## src/asef_pkg.sv

```systemverilog
package asef_pkg;

  // field widths
  localparam int unsigned RawW     = 16;
  localparam int unsigned EngW     = 32;
  localparam int unsigned AlphaW   = 17;
  localparam int unsigned CfgIdxW  = 3;
  localparam int unsigned CfgDataW = 32;
  localparam int unsigned OutDataW = 3 * EngW;

  // q1.16 weight
  localparam int unsigned           AlphaFracW = 16;
  localparam logic [AlphaW-1:0]     AlphaOne   = AlphaW'(1 << AlphaFracW);
  localparam int unsigned           RoundBias  = (1 << AlphaFracW) - 1;

  // scaling datapath
  localparam int unsigned DiffW    = RawW + 1;      // raw difference, signed
  localparam int unsigned EngDiffW = EngW + 1;      // engineering span, signed
  localparam int unsigned MagW     = RawW + EngW;   // product magnitude
  localparam int unsigned ScaleSumW = MagW + 2;     // eng_low plus signed quotient
  localparam int unsigned BlendW   = AlphaW + 1 + EngW;

  // serial divider
  localparam int unsigned DivBitsPerStep = 2;
  localparam int unsigned DivSteps       = MagW / DivBitsPerStep;
  localparam int unsigned DivCntW        = $clog2(DivSteps);

  localparam int unsigned QueueDepth = 2;

  typedef enum logic [CfgIdxW-1:0] {
    CfgRawLow  = 3'd0,
    CfgRawHigh = 3'd1,
    CfgEngLow  = 3'd2,
    CfgEngHigh = 3'd3,
    CfgWeight  = 3'd4
  } cfg_idx_e;

  // one classified sample, front to back
  typedef struct packed {
    logic [RawW-1:0]        num_mag;
    logic [RawW-1:0]        span_mag;
    logic [EngW-1:0]        eng_mag;
    logic                   neg;
    logic                   zero_span;
    logic signed [EngW-1:0] eng_low;
    logic [AlphaW-1:0]      alpha;
  } asef_item_t;

  typedef enum logic [2:0] {
    BackIdle,
    BackMul,
    BackDiv,
    BackScale,
    BackBlend,
    BackAvg,
    BackOut
  } back_state_e;

endpackage

```

## src/asef_front.sv

```systemverilog
module asef_front (
  input  logic                            clk_i,
  input  logic                            rst_ni,
  input  logic                            cfg_valid_i,
  output logic                            cfg_ready_o,
  input  logic [asef_pkg::CfgIdxW-1:0]    cfg_index_i,
  input  logic [asef_pkg::CfgDataW-1:0]   cfg_data_i,
  input  logic                            raw_valid_i,
  output logic                            raw_ready_o,
  input  logic [asef_pkg::RawW-1:0]       raw_sample_i,
  output logic                            item_valid_o,
  input  logic                            item_ready_i,
  output asef_pkg::asef_item_t            item_o
);

  logic signed [asef_pkg::RawW-1:0]   raw_low_q, raw_high_q;
  logic signed [asef_pkg::EngW-1:0]   eng_low_q, eng_high_q;
  logic        [asef_pkg::AlphaW-1:0] weight_q;

  logic [asef_pkg::DiffW-1:0]    num, span, num_n, span_n;
  logic [asef_pkg::EngDiffW-1:0] eng_diff, eng_diff_n;

  assign cfg_ready_o  = 1'b1;
  assign item_valid_o = raw_valid_i;
  assign raw_ready_o  = item_ready_i;

  always_ff @(posedge clk_i or negedge rst_ni) begin
    if (!rst_ni) begin
      raw_low_q  <= '0;
      raw_high_q <= asef_pkg::RawW'(32767);
      eng_low_q  <= '0;
      eng_high_q <= asef_pkg::EngW'(65536);
      weight_q   <= asef_pkg::AlphaOne;
    end else if (cfg_valid_i) begin
      case (asef_pkg::cfg_idx_e'(cfg_index_i))
        asef_pkg::CfgRawLow:  raw_low_q  <= cfg_data_i[asef_pkg::RawW-1:0];
        asef_pkg::CfgRawHigh: raw_high_q <= cfg_data_i[asef_pkg::RawW-1:0];
        asef_pkg::CfgEngLow:  eng_low_q  <= cfg_data_i[asef_pkg::EngW-1:0];
        asef_pkg::CfgEngHigh: eng_high_q <= cfg_data_i[asef_pkg::EngW-1:0];
        asef_pkg::CfgWeight:  weight_q   <= cfg_data_i[asef_pkg::AlphaW-1:0];
        default: ;
      endcase
    end
  end

  // sign-extended differences, then magnitudes and the quotient sign
  always_comb begin
    num      = {raw_sample_i[asef_pkg::RawW-1], raw_sample_i}
             - {raw_low_q[asef_pkg::RawW-1], raw_low_q};
    span     = {raw_high_q[asef_pkg::RawW-1], raw_high_q}
             - {raw_low_q[asef_pkg::RawW-1], raw_low_q};
    eng_diff = {eng_high_q[asef_pkg::EngW-1], eng_high_q}
             - {eng_low_q[asef_pkg::EngW-1], eng_low_q};
    num_n      = ~num + 1'b1;
    span_n     = ~span + 1'b1;
    eng_diff_n = ~eng_diff + 1'b1;

    item_o.num_mag   = num[asef_pkg::DiffW-1] ? num_n[asef_pkg::RawW-1:0]
                                              : num[asef_pkg::RawW-1:0];
    item_o.span_mag  = span[asef_pkg::DiffW-1] ? span_n[asef_pkg::RawW-1:0]
                                               : span[asef_pkg::RawW-1:0];
    item_o.eng_mag   = eng_diff[asef_pkg::EngDiffW-1] ? eng_diff_n[asef_pkg::EngW-1:0]
                                                      : eng_diff[asef_pkg::EngW-1:0];
    item_o.neg       = num[asef_pkg::DiffW-1] ^ span[asef_pkg::DiffW-1]
                     ^ eng_diff[asef_pkg::EngDiffW-1];
    item_o.zero_span = (raw_high_q == raw_low_q);
    item_o.eng_low   = eng_low_q;
    item_o.alpha     = (weight_q > asef_pkg::AlphaOne) ? asef_pkg::AlphaOne : weight_q;
  end

endmodule

```

## config.mk

```make
export PLATFORM = sky130hd
export DESIGN_NAME = asef_front
export DESIGN_NICKNAME = d
export VERILOG_FILES = /design/src/asef_pkg.sv /design/src/asef_front.sv
export SDC_FILE = /design/constraint.sdc
export NUM_CORES = 1
export LEC_CHECK = 0
export ABC_AREA = 1
export BUFFER_PORTS_ARGS = -buffer_cell sky130_fd_sc_hd__buf_4
export CAP_MARGIN = 20
export CORE_UTILIZATION = 30
export DETAILED_ROUTE_END_ITERATION = 8
export GPL_ROUTABILITY_DRIVEN = 0
export SLEW_MARGIN = 20
export SYNTH_ARGS = -nofsm -noshare
export SYNTH_HDL_FRONTEND = slang
export SYNTH_SLANG_ARGS = --single-unit
```

## constraint.sdc

```tcl
create_clock -name clk_i -period 5 [get_ports clk_i]
set_input_delay 0.25 -clock clk_i [delete_from_list [all_inputs] [get_ports clk_i]]
set_output_delay 0.25 -clock clk_i [all_outputs]
set_load 0.05 [all_outputs]
```

# Word level (Yosys, flattened, before mapping)
# Index checks and enable logic that the tools add are counted.
# word_totals
n_memories	0
elab_cells	32
output_inout_bits	118
rom_bits	0
in_bits	56
regBits	113
latchBits	0
mem_bits_rw	0
# op_classes
reduce_logical	6
n_div	0
n_mux	4
bitwise_logic	5
shift	0
eq_ne	5
multipliers	0
n_addsub	6
magnitude_cmp	1
# ops
op	count
$sub A16 B16 Y17	2
$sub A32 B32 Y33	1
$add A16 B1 Y16 const B	2
$add A32 B1 Y32 const B	1
$mux W16	2
$mux W32	1
$not A16 Y16	2
$not A32 Y32	1
$gt A17 B17 Y1 const B	1
$mux W17	1
$eq A16 B16 Y1	1
$reduce_and A2 Y1	5
$eq A3 B2 Y1 const B	2
$eq A3 B1 Y1 const B	1
$eq A3 B3 Y1 const B	1
$logic_not A3 Y1	1
$xor A1 B1 Y1	2

# Longest topological paths before layout
# Gate-level depths: netlist of run 1.
# depth
depth_word	4
depth_mapped	22

# Least setup slack after synthesis of run 1
# Ideal clock, no wire load.
# synth_path
path_kind	reg-to-output
startpoint	reg eng_low_q[0] (netlist name)
endpoint	out item_o[52] (netlist name)
slack_ns	1.272
arrival_ns	3.478
required_ns	4.750
path_stages_with_launch	15
cell_sequence	dfrtp_1 > ha_1 > inv_1 > fa_1 > nand3_1 > nand3_2 > nand3_2 > nand3b_4 > nand2_1 > nand2_1 > nand2_1 > nand3_2 > xor2_2 > buf_2 > o21ai_0
# synth_lines
element	line_no	rtl
start, declared	asef_front.sv:17	logic signed [asef_pkg::EngW-1:0] eng_low_q, eng_high_q;
start signal, assigned	asef_front.sv:38	asef_pkg::CfgEngLow: eng_low_q <= cfg_data_i[asef_pkg::EngW-1:0];
end, declared	asef_front.sv:13	output asef_pkg::asef_item_t item_o

==> PnR_summary.wiki, run 1 <==
{| class="wikitable"
! Metric !! Value
|-
| Result of the run || finished, final reports clean
|-
| Ratio of cells with drive above 1 in the final layout || ~15%
|-
| DRC violation total after the first TritonRoute iteration || 732
|-
| Clock tree from TritonCTS || yes
|-
| Crit path arrival time || 3.74 ns
|-
| Least-Margin Pin Slew || 0.982 ns
|-
| Hold crit path type || in2reg
|-
| Max_cap viols || 0
|-
| Max Transition Viols Final || 0
|-
| Count of buffers inserted at the top-level ports || 168
|-
| Initial cell density of the core || 30.8%
|-
| Post-Synthesis Cell Area || about 10000 sq um
|-
| Number of different library cells in the post-synthesis netlist || 41
|-
| Library cell used as clock root buffer || sky130_fd_sc_hd__clkbuf_16
|-
| Initial antenna violation count || 0
|-
| Worst setup slack after layout || 1.01 ns
|-
| I/O pin cnt || 174
|-
| Maximum clock skew at final layout || 0 ns
|-
| Net Count, Synth || roughly 1800
|-
| CP dominant cell by count || sky130_fd_sc_hd__nand2_1
|-
| RSZ-0062 raised after global routing || false
|-
| Logic depth of the worst register-to-register path || 2
|-
| Crit Path Category || reg2out
|-
| Overall via count from detail_route || between 10000 and 15000
|-
| Vias in the first global route || 9668
|-
| Final TNS setup || 0 ns
|-
| Proportion of synthesized flip-flops having asynchronous set or reset || 100%
|-
| CP max stage cell || sky130_fd_sc_hd__nand2_1
|-
| Rows || 67
|-
| # diodes || 0
|-
| Setup violation total in the final timing report || 0
|-
| Launching element type of the critical path || flip-flop
|-
| Startpoint of the lowest-slack register-to-register path || weight_q[16]
|-
| Capturing element type of the critical path || output pin
|-
| Setup Fix Bufs, Post-CTS || 0
|-
| CP Buf/Inv Count || 4
|-
| Post-place setup slack || 1.47 ns
|-
| Core region area || 33900 sq um
|-
| Biggest cell delay along the critical path || 0.43 ns
|-
| Register-to-register path setup slack || 4.19 ns
|-
| Total number of nets in the final design || 1958
|-
| Avg Synthesized Cell Area || about 6.3 sq um
|-
| # clock sinks || around 110
|-
| Post-synth EDFFs || 0
|-
| Hold depth || 3
|-
| Endpoint, Worst Hold || eng_high_q[31]
|-
| Hold violation total from the final report || 0
|-
| Remaining number of nets flagged by the antenna check after routing || 0
|-
| Inst Count DP || 2259
|-
| Max H-tree Level || 4
|-
| Data required time at the worst endpoint || 4.75 ns
|-
| Floorplan die width || roughly 190 um
|-
| Primary flip-flop cell chosen by synthesis mapping || sky130_fd_sc_hd__dfrtp_1
|-
| Vertical die dimension || 189 um
|-
| Clock-pin slew on the worst setup and hold paths || 0.06 ns
|-
| Sequential-to-total area share from yosys stat || a little over a quarter
|-
| Clock Tree Buf Depth || 2
|-
| Wire length of the first global-routing pass || 48.8 mm
|-
| Most common library cell in the layout ignoring fill and taps || sky130_fd_sc_hd__nand2_1
|-
| Shortest clock period the worst path allows after layout || 3.99 ns
|-
| Yosys synthesis warning count || 0
|-
| Hold Path Origin || cfg_data_i[31]
|-
| Highest achievable clock rate || 251 MHz
|-
| Fin crit share || between 70% and 80%
|-
| Finished Layout Cells || 2293
|-
| Number of remaining DRC errors || 0
|-
| Largest net degree at the start of global routing || 65
|-
| Post-synthesis instance total || 1671
|-
| Clock latency at the later pin of the worst-skew pair || 0.42 ns
|-
| Average vias per placed instance || between 4 and 5
|-
| Total CTS buffers || 17
|-
| Family of cells with the greatest summed delay on the critical path || simple AND/OR/NAND/NOR gates
|-
| Highest-count cells in the layout ignoring fill and taps || sky130_fd_sc_hd__nand2_1 (566), sky130_fd_sc_hd__inv_1 (313), sky130_fd_sc_hd__buf_4 (172), sky130_fd_sc_hd__o21ai_0 (136), sky130_fd_sc_hd__nor2_1 (126)
|-
| Crit Path Max Fanout || 15
|-
| Global routing usage summed across all routing layers || 17.1%
|-
| Count of state elements after synthesis || 113
|-
| Number of iterations in the first detailed-routing pass || 6
|-
| Max-Slew Margin vs Limit || 34.4%
|-
| RR Endpoint || weight_q[16]
|-
| Cells traversed along the worst timing path || inv_1 > ha_1 > inv_1 > fa_1 > nand2_1 > nand2_1 > a21oi_2 > nor2_1 > nor2_2 > o21ai_0 > or2_2 > nand2_1 > inv_1 > nand2_1 > nand2_1 > nand2_1 > nand2_1 > buf_4
|-
| Post-detailed-placement half-perimeter wirelength || 25.0 mm
|-
| Syn-to-layout area delta || 22.3%
|-
| DR WL/cell || about 13 um
|-
| Total routed wirelength || 30.2 mm
|-
| Total overflow reported by the global router || 0
|-
| Die Footprint || 35600 sq um
|}
-- Yosys cell counts, types with 12 or more instances --
| master | number | area (sq um) |
|---|---|---|
| sky130_fd_sc_hd__nand2_1 | 566 | 2120 |
| sky130_fd_sc_hd__inv_1 | 313 | 1170 |
| sky130_fd_sc_hd__o21ai_0 | 136 | 681 |
| sky130_fd_sc_hd__nor2_1 | 126 | 473 |
| sky130_fd_sc_hd__dfrtp_1 | 96 | 2400 |
| sky130_fd_sc_hd__nand3_1 | 80 | 400 |
| sky130_fd_sc_hd__ha_1 | 67 | 838 |
| sky130_fd_sc_hd__a21oi_1 | 45 | 225 |
| sky130_fd_sc_hd__xor2_1 | 41 | 359 |
| sky130_fd_sc_hd__nand4_1 | 24 | 150 |
| sky130_fd_sc_hd__clkbuf_1 | 23 | 86.3 |
| sky130_fd_sc_hd__xnor2_1 | 23 | 201 |
| sky130_fd_sc_hd__dfstp_2 | 17 | 447 |
| sky130_fd_sc_hd__nand3b_1 | 17 | 128 |
| sky130_fd_sc_hd__nor3_1 | 14 | 70.1 |
| sky130_fd_sc_hd__nor2_2 | 12 | 75.1 |
-- metal layers --
layer	routed length [um]	up-vias	track usage, %
li1	-	5492	-
met4	587	0	5.77
met5	0	-	0
met1	15500	4647	25.0
met2	12300	252	24.7
met3	1760	34	3.58
-- worst max-delay path by stage --
| stage | slack [ns] | startpoint | to | cells past startpoint |
|---|---|---|---|---|
| after CTS | 1.01 | raw_high_q[0] | item_o[50] | 17 |
| after floorplan | 1.27 | eng_low_q[0] | item_o[52] | 14 |
| after detailed placement | 1.47 | raw_high_q[0] | item_o[50] | 17 |
| after global placement | 1.46 | raw_low_q[0] | item_o[50] | 17 |
| after global routing | 0.64 | raw_high_q[0] | item_o[50] | 18 |
| final | 1.01 | raw_high_q[0] | item_o[50] | 18 |
-- worst reg2reg max path, cell delays in order (launching register included) --
cell and delay, ns:
sky130_fd_sc_hd__dfstp_2 0.55, sky130_fd_sc_hd__nand2_1 0.05, sky130_fd_sc_hd__o21ai_0 0.11
-- flip-flops by register name, summed over array words and instances, names as in the netlist --
name / count
eng_low_q: 32
raw_high_q: 16
raw_low_q: 16
weight_q: 17
eng_high_q: 32
-- layout make-up --
class | instances | area [sq um]
Clock inverter | 14 | 159
Multi-Input combinational cell | 1207 | 6270
Clock buffer | 18 | 429
Inverter | 319 | 1200
Sequential cell | 113 | 2850
Fill cell | 3706 | 21100
Tap cell | 448 | 561
Timing Repair Buffer | 174 | 1320
-- what timing repair did --
action                                 CTS  global route
resized for setup                        0             0
hold buffers                             1             0
endpoints found under the hold margin   42             0
-- cell families (layout without fill, tap and decap cells) --
logic type      count (synthesis)  after routing  share of synthesized area, %
simple gates                  865            865                          34.9
compound gates                201            201                          10.0
flops                         113            113                          27.3
fa+ha+maj                      70             70                          8.60
other cells                     1              1                        0.0359
xor+xnor                       70             70                          6.30
buf+inv                       351            525                          12.8
-- through the flow --
| step | util [%] | instance area, sq um | hold slack (ns) |
|---|---|---|---|
| after CTS | 37.7 | 12800 | 0.0930 |
| after detailed placement | 35.9 | 12200 | 0.313 |
| after global routing | 37.7 | 12800 | 0.106 |
| after global placement | 35.9 | 12200 | 0.307 |
| after floorplan | - | 10400 | -0.0456 |
| final | 37.7 | 12800 | 0.109 |
Power of run 1 is left out: the tool's default activity adds up to more than one toggle a clock period on the data nets, which glitch-free logic cannot reach.
==> inputs of run 2 (changes only) <==
==> constraint.sdc (replaced) <==
create_clock -name clk_i -period 3.4 [get_ports clk_i]
set_input_delay 0.17 -clock clk_i [delete_from_list [all_inputs] [get_ports clk_i]]
set_output_delay 0.17 -clock clk_i [all_outputs]
set_load 0.05 [all_outputs]
==> run 2 against run 1 <==
Against the previous run:
- the run now ends with setup timing left
- wire length grew 9.8%
- critical path type unchanged
- design area rose by 15%
- clock skew stayed put
- worst hold slack lost 0.074 ns
- register-to-register slack lost 1.6 ns
- global-route usage increased by 0.49 points
==> PnR_summary.wiki, run 2 (synthesis gave the netlist of run 1 again) <==
{| class="wikitable"
! Metric !! Value
|-
| Result of the run || finished, violations left
|-
| Failing checks || setup timing
|-
| Wire length of the first global-routing pass || 50.3 mm (+3.0%)
|-
| Total routed wirelength || 33.1 mm (+9.8%)
|-
| Number of iterations in the first detailed-routing pass || 8 (+2)
|-
| Capturing element type of the critical path || output pin
|-
| Clock-pin slew on the worst setup and hold paths || 0.06 ns (about the same)
|-
| Multi-input logic area || 7410 sq um (+18%)
|-
| Die Footprint || 35600 sq um (unchanged)
|-
| Ratio of cells with drive above 1 in the final layout || 28.9% (+14 points)
|-
| # diodes || 0 (unchanged)
|-
| Setup violation total in the final timing report || 11 (+11)
|-
| Total CTS buffers || 17 (unchanged)
|-
| DRC violation total after the first TritonRoute iteration || 700 (-4.4%)
|-
| Hold crit path type || in2reg
|-
| RSZ-0062 raised after global routing || true
|-
| Clock tree from TritonCTS || yes
|-
| Crit path arrival time || 3.30 ns (-0.44 ns)
|-
| DR WL/cell || 14.0 um (+6.7%)
|-
| Vertical die dimension || 189 um (unchanged)
|-
| Overall via count from detail_route || 10995 (+5.5%)
|-
| Max_cap viols || 0 (unchanged)
|-
| I/O pin cnt || 174 (unchanged)
|-
| Final TNS setup || -0.375 ns (-0.375 ns)
|-
| Highest-count cells in the layout ignoring fill and taps || sky130_fd_sc_hd__nand2_1 (505), sky130_fd_sc_hd__inv_1 (292), sky130_fd_sc_hd__buf_4 (187), sky130_fd_sc_hd__o21ai_0 (131), sky130_fd_sc_hd__dfrtp_1 (96)
|-
| Hold violation total from the final report || 0 (unchanged)
|-
| Core region area || 33900 sq um (unchanged)
|-
| Hold Path Origin || cfg_data_i[29]
|-
| Area occupied by registers || 2850 sq um (unchanged)
|-
| Maximum clock skew at final layout || 0 ns (unchanged)
|-
| First element of the critical path || eng_high_q[0]
|-
| Syn-to-layout area delta || 40.8%
|-
| Global routing usage summed across all routing layers || 17.6% (+0.49 points)
|-
| Data required time at the worst endpoint || 3.23 ns (-1.52 ns)
|-
| Number of fill cells || 3461 (-6.6%)
|-
| Library cell used as clock root buffer || sky130_fd_sc_hd__clkbuf_16
|-
| Startpoint of the lowest-slack register-to-register path || weight_q[16]
|-
| Fin crit share || 102%
|-
| # clock sinks || 113 (unchanged)
|-
| Crit Path Max Fanout || 6 (-9)
|-
| Initial antenna violation count || 0 (unchanged)
|-
| Largest net degree at the start of global routing || 65 (unchanged)
|-
| Highest achievable clock rate || 288 MHz
|-
| Initial cell density of the core || 30.8% (unchanged)
|-
| Remaining number of nets flagged by the antenna check after routing || 0 (unchanged)
|-
| Max-Slew Margin vs Limit || 32.9% (-1.5 points)
|-
| Launching element type of the critical path || flip-flop
|-
| Shortest clock period the worst path allows after layout || ~3.5 ns
|-
| Post-detailed-placement half-perimeter wirelength || 25.5 mm (+2.3%)
|-
| Number of remaining DRC errors || 0 (unchanged)
|-
| Average vias per placed instance || 4.66 (+2.5%)
|-
| Least-Margin Pin Slew || 1.00 ns (+0.0222 ns)
|-
| Vias in the first global route || 9893 (+2.3%)
|-
| Max H-tree Level || 4 (unchanged)
|-
| Count of buffers inserted at the top-level ports || 168 (unchanged)
|-
| Total overflow reported by the global router || 0 (unchanged)
|-
| Clock latency at the later pin of the worst-skew pair || 0.41 ns (about the same)
|-
| Clock Tree Buf Depth || 2 (unchanged)
|-
| Most common library cell in the layout ignoring fill and taps || sky130_fd_sc_hd__nand2_1
|-
| Crit Path Category || reg2out
|-
| Floorplan die width || 189 um (unchanged)
|-
| Total number of nets in the final design || 2025 (+3.4%)
|-
| Largest registers || eng_high_q: 32 flops, eng_low_q: 32 flops, weight_q: 17 flops
|-
| Max Transition Viols Final || 0 (unchanged)
|-
| Rows || 67 (unchanged)
|-
| Worst setup slack after layout || -0.0726 ns (-1.09 ns)
|}
[run 2: final timing paths]
path                                   to  slack (ns)  depth (start not counted)
setup reg to reg             weight_q[16]        2.58                          2
min in group asynchronous   eng_low_q[31]        0.38                          2
max in group asynchronous   raw_high_q[5]        2.20                          3
hold reg to reg             raw_low_q[14]        0.49                          2
setup / recovery               item_o[65]       -0.07                         18
hold / removal             eng_high_q[29]        0.03                          3
[run 2: worst max-delay path: stages, from the launching register on]
cell and delay [ns]:
sky130_fd_sc_hd__dfrtp_1 0.38, sky130_fd_sc_hd__inv_1 0.06, sky130_fd_sc_hd__ha_2 0.16, sky130_fd_sc_hd__inv_2 0.05, sky130_fd_sc_hd__fa_2 0.42, sky130_fd_sc_hd__nand3_2 0.11, sky130_fd_sc_hd__nand3_2 0.10, sky130_fd_sc_hd__nand3_2 0.10
sky130_fd_sc_hd__nand3b_4 0.12, sky130_fd_sc_hd__nand2_2 0.09, sky130_fd_sc_hd__nand2_2 0.06, sky130_fd_sc_hd__nand2_2 0.08, sky130_fd_sc_hd__nand3_4 0.11, sky130_fd_sc_hd__xor2_4 0.29, sky130_fd_sc_hd__buf_4 0.17, sky130_fd_sc_hd__buf_2 0.14
sky130_fd_sc_hd__nand2_1 0.08, sky130_fd_sc_hd__xor2_1 0.15, sky130_fd_sc_hd__buf_4 0.22
[run 2: timing repair]
item,in CTS,in global routing
setup endpoints to repair,37,56
pin swaps,12,74
hold endpoints to repair,50,0
buffers inserted,11,45
cloned,0,4
resized for setup,37,300
hold buffers,1,0
[run 2: area by class of cell]
| class | instances | area share [%] |
|---|---|---|
| Tap cell | 448 | 3.81 |
| Timing Repair Buffer | 241 | 14.3 |
| Sequential cell | 113 | 19.4 |
| Inverter | 319 | 8.17 |
| Multi-Input combinational cell | 1207 | 50.4 |
| Clock buffer | 21 | 3.13 |
| Clock inverter | 11 | 0.876 |
[run 2: metal layers]
layer / global-route usage (%) / up-vias / wire length, um
met5: 0 / - / 0
met3: 3.41 / 43 / 1830
met1: 25.4 / 5044 / 16100
met4: 3.69 / 0 / 512
met2: 27.1 / 287 / 14700
li1: - / 5621 / -
[run 2: metrics by stage]
stage / utilization, % / setup slack (ns) / cells / cell area, sq um / hold slack, ns
after detailed placement: 36.3 / 0.177 / 2267 / 12300 / 0.293
after CTS: 38.7 / -0.0213 / 2311 / 13100 / 0.0213
after global placement: 36.3 / 0.225 / 2267 / 12300 / 0.279
after global routing: 43.4 / -0.268 / 2360 / 14700 / 0.0260
final: 43.4 / -0.0726 / 2360 / 14700 / 0.0348
after floorplan: - / -0.00487 / 1671 / 10500 / -0.126
Power of run 2 is left out for the same reason.
==> inputs of run 3 (changes only) <==
--- a/config.mk
+++ b/config.mk
@@ -9,6 +9,7 @@
 export BUFFER_PORTS_ARGS = -buffer_cell sky130_fd_sc_hd__buf_4
 export CAP_MARGIN = 20
 export CORE_UTILIZATION = 30
+export CTS_BUF_LIST = sky130_fd_sc_hd__clkbuf_2
 export DETAILED_ROUTE_END_ITERATION = 8
 export GPL_ROUTABILITY_DRIVEN = 0
 export SLEW_MARGIN = 20
==> run 3 against run 2 <==
Against the previous run:
- the flow still finishes with violations (setup timing)
- die area did not move
- worst hold slack improved by 0.0098 ns
- maximum frequency fell by 6.5%
- sequential cell count did not move
- clock skew did not move
- sequential share of layout area fell by 0.44 points
- design area rose by 2.4%
- highest routed layer unchanged
- global-route usage rose by 0.85 points
- worst setup slack got worse by 0.24 ns
- critical path depth did not move
- utilization rose by 1.0 points
- wire length rose by 1.7%
==> PnR_summary.wiki, run 3 (synthesis gave the netlist of run 1 again) <==
{| class="wikitable"
! Metric !! Value
|-
| Ratio of cells with drive above 1 in the final layout || 30.1% (+1.2 points)
|-
| DR WL/cell || 13.9 um (-1.2%)
|-
| Logic depth of the worst register-to-register path || 4 (+2)
|-
| Rows || 67 (unchanged)
|-
| Result of the run || finished, violations left
|-
| Number of remaining DRC errors || 0 (unchanged)
|-
| Die Footprint || 35600 sq um (unchanged)
|-
| Remaining number of nets flagged by the antenna check after routing || 0 (unchanged)
|-
| Met3 layer usage reported by global route || 3.30% (-0.11 points)
|-
| Number of fill cells || 3430 (-0.90%)
|-
| Total CTS buffers || 17 (unchanged)
|-
| Placement-stage cell area || 12300 sq um (unchanged)
|-
| Least-Margin Pin Slew || 1.02 ns (+0.0132 ns)
|-
| Total routed wirelength || 33.7 mm (+1.7%)
|-
| Vertical die dimension || 189 um (unchanged)
|-
| I/O pin cnt || 174 (unchanged)
|-
| GRT Max-Usage Layer || met2
|-
| Max-Slew Margin vs Limit || 32.0% (-0.88 points)
|-
| Clock Tree Buf Depth || 2 (unchanged)
|-
| CP max stage cell || sky130_fd_sc_hd__fa_2
|-
| Capturing element type of the critical path || output pin
|-
| Total overflow reported by the global router || 0 (unchanged)
|-
| Launching element type of the critical path || flip-flop
|-
| Max_cap viols || 0 (unchanged)
|-
| Average vias per placed instance || 4.61 (-1.1%)
|-
| Initial antenna violation count || 1 (+1)
|-
| Post-detailed-placement half-perimeter wirelength || 25.5 mm (unchanged)
|-
| Max Transition Viols Final || 0 (unchanged)
|-
| Count of buffers inserted at the top-level ports || 168 (unchanged)
|-
| Worst setup slack after layout || -0.315 ns (-0.242 ns)
|-
| Highest achievable clock rate || 269 MHz (-6.5%)
|-
| Crit Path Max Fanout || 3 (-3)
|-
| Hold crit path type || in2async
|-
| Crit path arrival time || 3.54 ns (+0.24 ns)
|-
| Data required time at the worst endpoint || 3.23 ns (about the same)
|-
| Total number of nets in the final design || 2091 (+3.3%)
|-
| # clock sinks || 113 (unchanged)
|-
| Most common library cell in the layout ignoring fill and taps || sky130_fd_sc_hd__nand2_1
|-
| Library cell used as clock root buffer || sky130_fd_sc_hd__clkbuf_2
|-
| Fin crit share || 109% (+7.1 points)
|-
| Global routing usage on met1 || 26.1% (+0.72 points)
|-
| Startpoint of the lowest-slack register-to-register path || eng_low_q[0]
|-
| Met2 demand-to-capacity share in global routing || 29.0% (+1.9 points)
|-
| Max H-tree Level || 4 (unchanged)
|-
| Hold violation total from the final report || 0 (unchanged)
|-
| CP dominant cell by count || sky130_fd_sc_hd__nand2_1
|-
| Cells traversed along the worst timing path || buf_6 > ha_4 > inv_4 > fa_2 > inv_2 > ha_4 > inv_4 > nor3_4 > nand2_2 > nor2_4 > nand3_4 > nor3_4 > buf_4 > nand3_2 > nand2_1 > nand2_1 > nand2_1 > buf_6
|-
| Shortest clock period the worst path allows after layout || 3.71 ns (+0.242 ns)
|-
| Smallest hold slack || 0.0446 ns (+0.00984 ns)
|-
| Clock-pin slew on the worst setup and hold paths || 0.20 ns (+0.14 ns)
|-
| RR Endpoint || eng_low_q[0]
|-
| Wire length of the first global-routing pass || 52.9 mm (+5.1%)
|-
| Vias in the first global route || 10508 (+6.2%)
|-
| Setup violation total in the final timing report || 57 (+46)
|-
| Crit Path Category || reg2out
|-
| Finished Cell Area || 15100 sq um (+2.4%)
|-
| Clock latency at the later pin of the worst-skew pair || 0.70 ns (+0.29 ns)
|-
| DRC violation total after the first TritonRoute iteration || 802 (+15%)
|-
| Largest net degree at the start of global routing || 65 (unchanged)
|-
| Register-to-register path setup slack || 2.49 ns (-0.09 ns)
|-
| Floorplan die width || 189 um (unchanged)
|-
| Largest registers || eng_high_q: 32 flops, eng_low_q: 32 flops, weight_q: 17 flops
|-
| RSZ-0062 raised after global routing || true
|-
| Highest-count cells in the layout ignoring fill and taps || sky130_fd_sc_hd__nand2_1 (507), sky130_fd_sc_hd__inv_1 (294), sky130_fd_sc_hd__buf_4 (205), sky130_fd_sc_hd__o21ai_0 (129), sky130_fd_sc_hd__dfrtp_1 (95)
|-
| Initial cell density of the core || 30.8% (unchanged)
|-
| Number of iterations in the first detailed-routing pass || 5 (-3)
|-
| Global routing usage summed across all routing layers || 18.5% (+0.85 points)
|-
| Maximum clock skew at final layout || 0 ns (unchanged)
|-
| Biggest cell delay along the critical path || 0.46 ns (+0.04 ns)
|-
| Core region area || 33900 sq um (unchanged)
|-
| Syn-to-layout area delta || 44.1%
|-
| Clock tree from TritonCTS || yes
|-
| Failing checks || setup timing
|-
| Overall via count from detail_route || 11195 (+1.8%)
|}
==> run 3: cell types whose count changed in the layout (fill, tap and decap cells not counted), moves of 6 or more <==
| cell | change |
|---|---|
| sky130_fd_sc_hd__a21oi_2 | -7 |
| sky130_fd_sc_hd__buf_4 | +18 |
| sky130_fd_sc_hd__buf_6 | +23 |
| sky130_fd_sc_hd__clkbuf_16 | -19 |
| sky130_fd_sc_hd__clkbuf_2 | +19 |
| sky130_fd_sc_hd__dlygate4sd3_1 | +32 |
| sky130_fd_sc_hd__inv_2 | -6 |
| sky130_fd_sc_hd__nand3_2 | -6 |
| sky130_fd_sc_hd__nor2_1 | -6 |
| sky130_fd_sc_hd__nor2_2 | +11 |
| sky130_fd_sc_hd__xnor2_1 | -10 |
| sky130_fd_sc_hd__xnor2_2 | +9 |
==> run 3: metal layers <==
layer | share of wire (%) | up-vias | wire, um
met3 | 5.6 | 36 | 1880
met1 | 48 | 5137 | 16200
met4 | 1.4 | 0 | 484
met2 | 45 | 282 | 15100
met5 | 0 | - | 0
li1 | - | 5740 | -
==> run 3: metrics by stage <==
stage	cells	worst slack (ns)	TNS, ns	utilization [%]
after global placement	2267	0.225	0	36.3
after global routing	2427	-0.561	-25.11	44.4
final	2429	-0.315	-10.24	44.5
after detailed placement	2267	0.177	0	36.3
after CTS	2398	-0.393	-14.51	42.1
after floorplan	1671	-0.00487	-0.00487	-
==> run 3: layout make-up <==
| type | count | area (sq um) | area share (%) |
|---|---|---|---|
| Sequential cell | 113 | 2850 | 18.9 |
| Tap cell | 448 | 561 | 3.72 |
| Clock inverter | 13 | 136 | 0.906 |
| Inverter | 319 | 1220 | 8.08 |
| Antenna cell | 3 | 7.51 | 0.0499 |
| Clock buffer | 19 | 95.1 | 0.631 |
| Timing Repair Buffer | 307 | 2710 | 18.0 |
| Multi-Input combinational cell | 1207 | 7480 | 49.7 |
==> run 3: worst max path at each step <==
stage / to / startpoint / slack (ns) / depth (start not counted)
floorplan: item_o[56] / eng_low_q[0] / -0.005 / 15
global placement: item_o[64] / eng_high_q[0] / 0.23 / 18
detailed placement: item_o[64] / eng_high_q[0] / 0.18 / 18
CTS: item_o[76] / eng_high_q[0] / -0.39 / 18
global route: item_o[111] / raw_low_q[0] / -0.56 / 16
finish: item_o[113] / raw_low_q[0] / -0.31 / 18
==> run 3: worst max-delay path: cells and delay by family, from the launching register on <==
family | cells | cell delay, ns
fa+ha+maj | 3 | 0.75
flops | 1 | 0.45
buf+inv | 6 | 0.63
simple gates | 9 | 1.00
==> run 3: repair_timing <==
action | in CTS | in global routing
hold buffers | 33 | 0
buffers inserted | 65 | 29
endpoints found under the setup margin | 62 | 62
resized for setup | 239 | 132
cloned | 3 | 0
pin swaps | 79 | 55
hold endpoints to repair | 166 | 0
Power of run 3 is left out for the same reason.
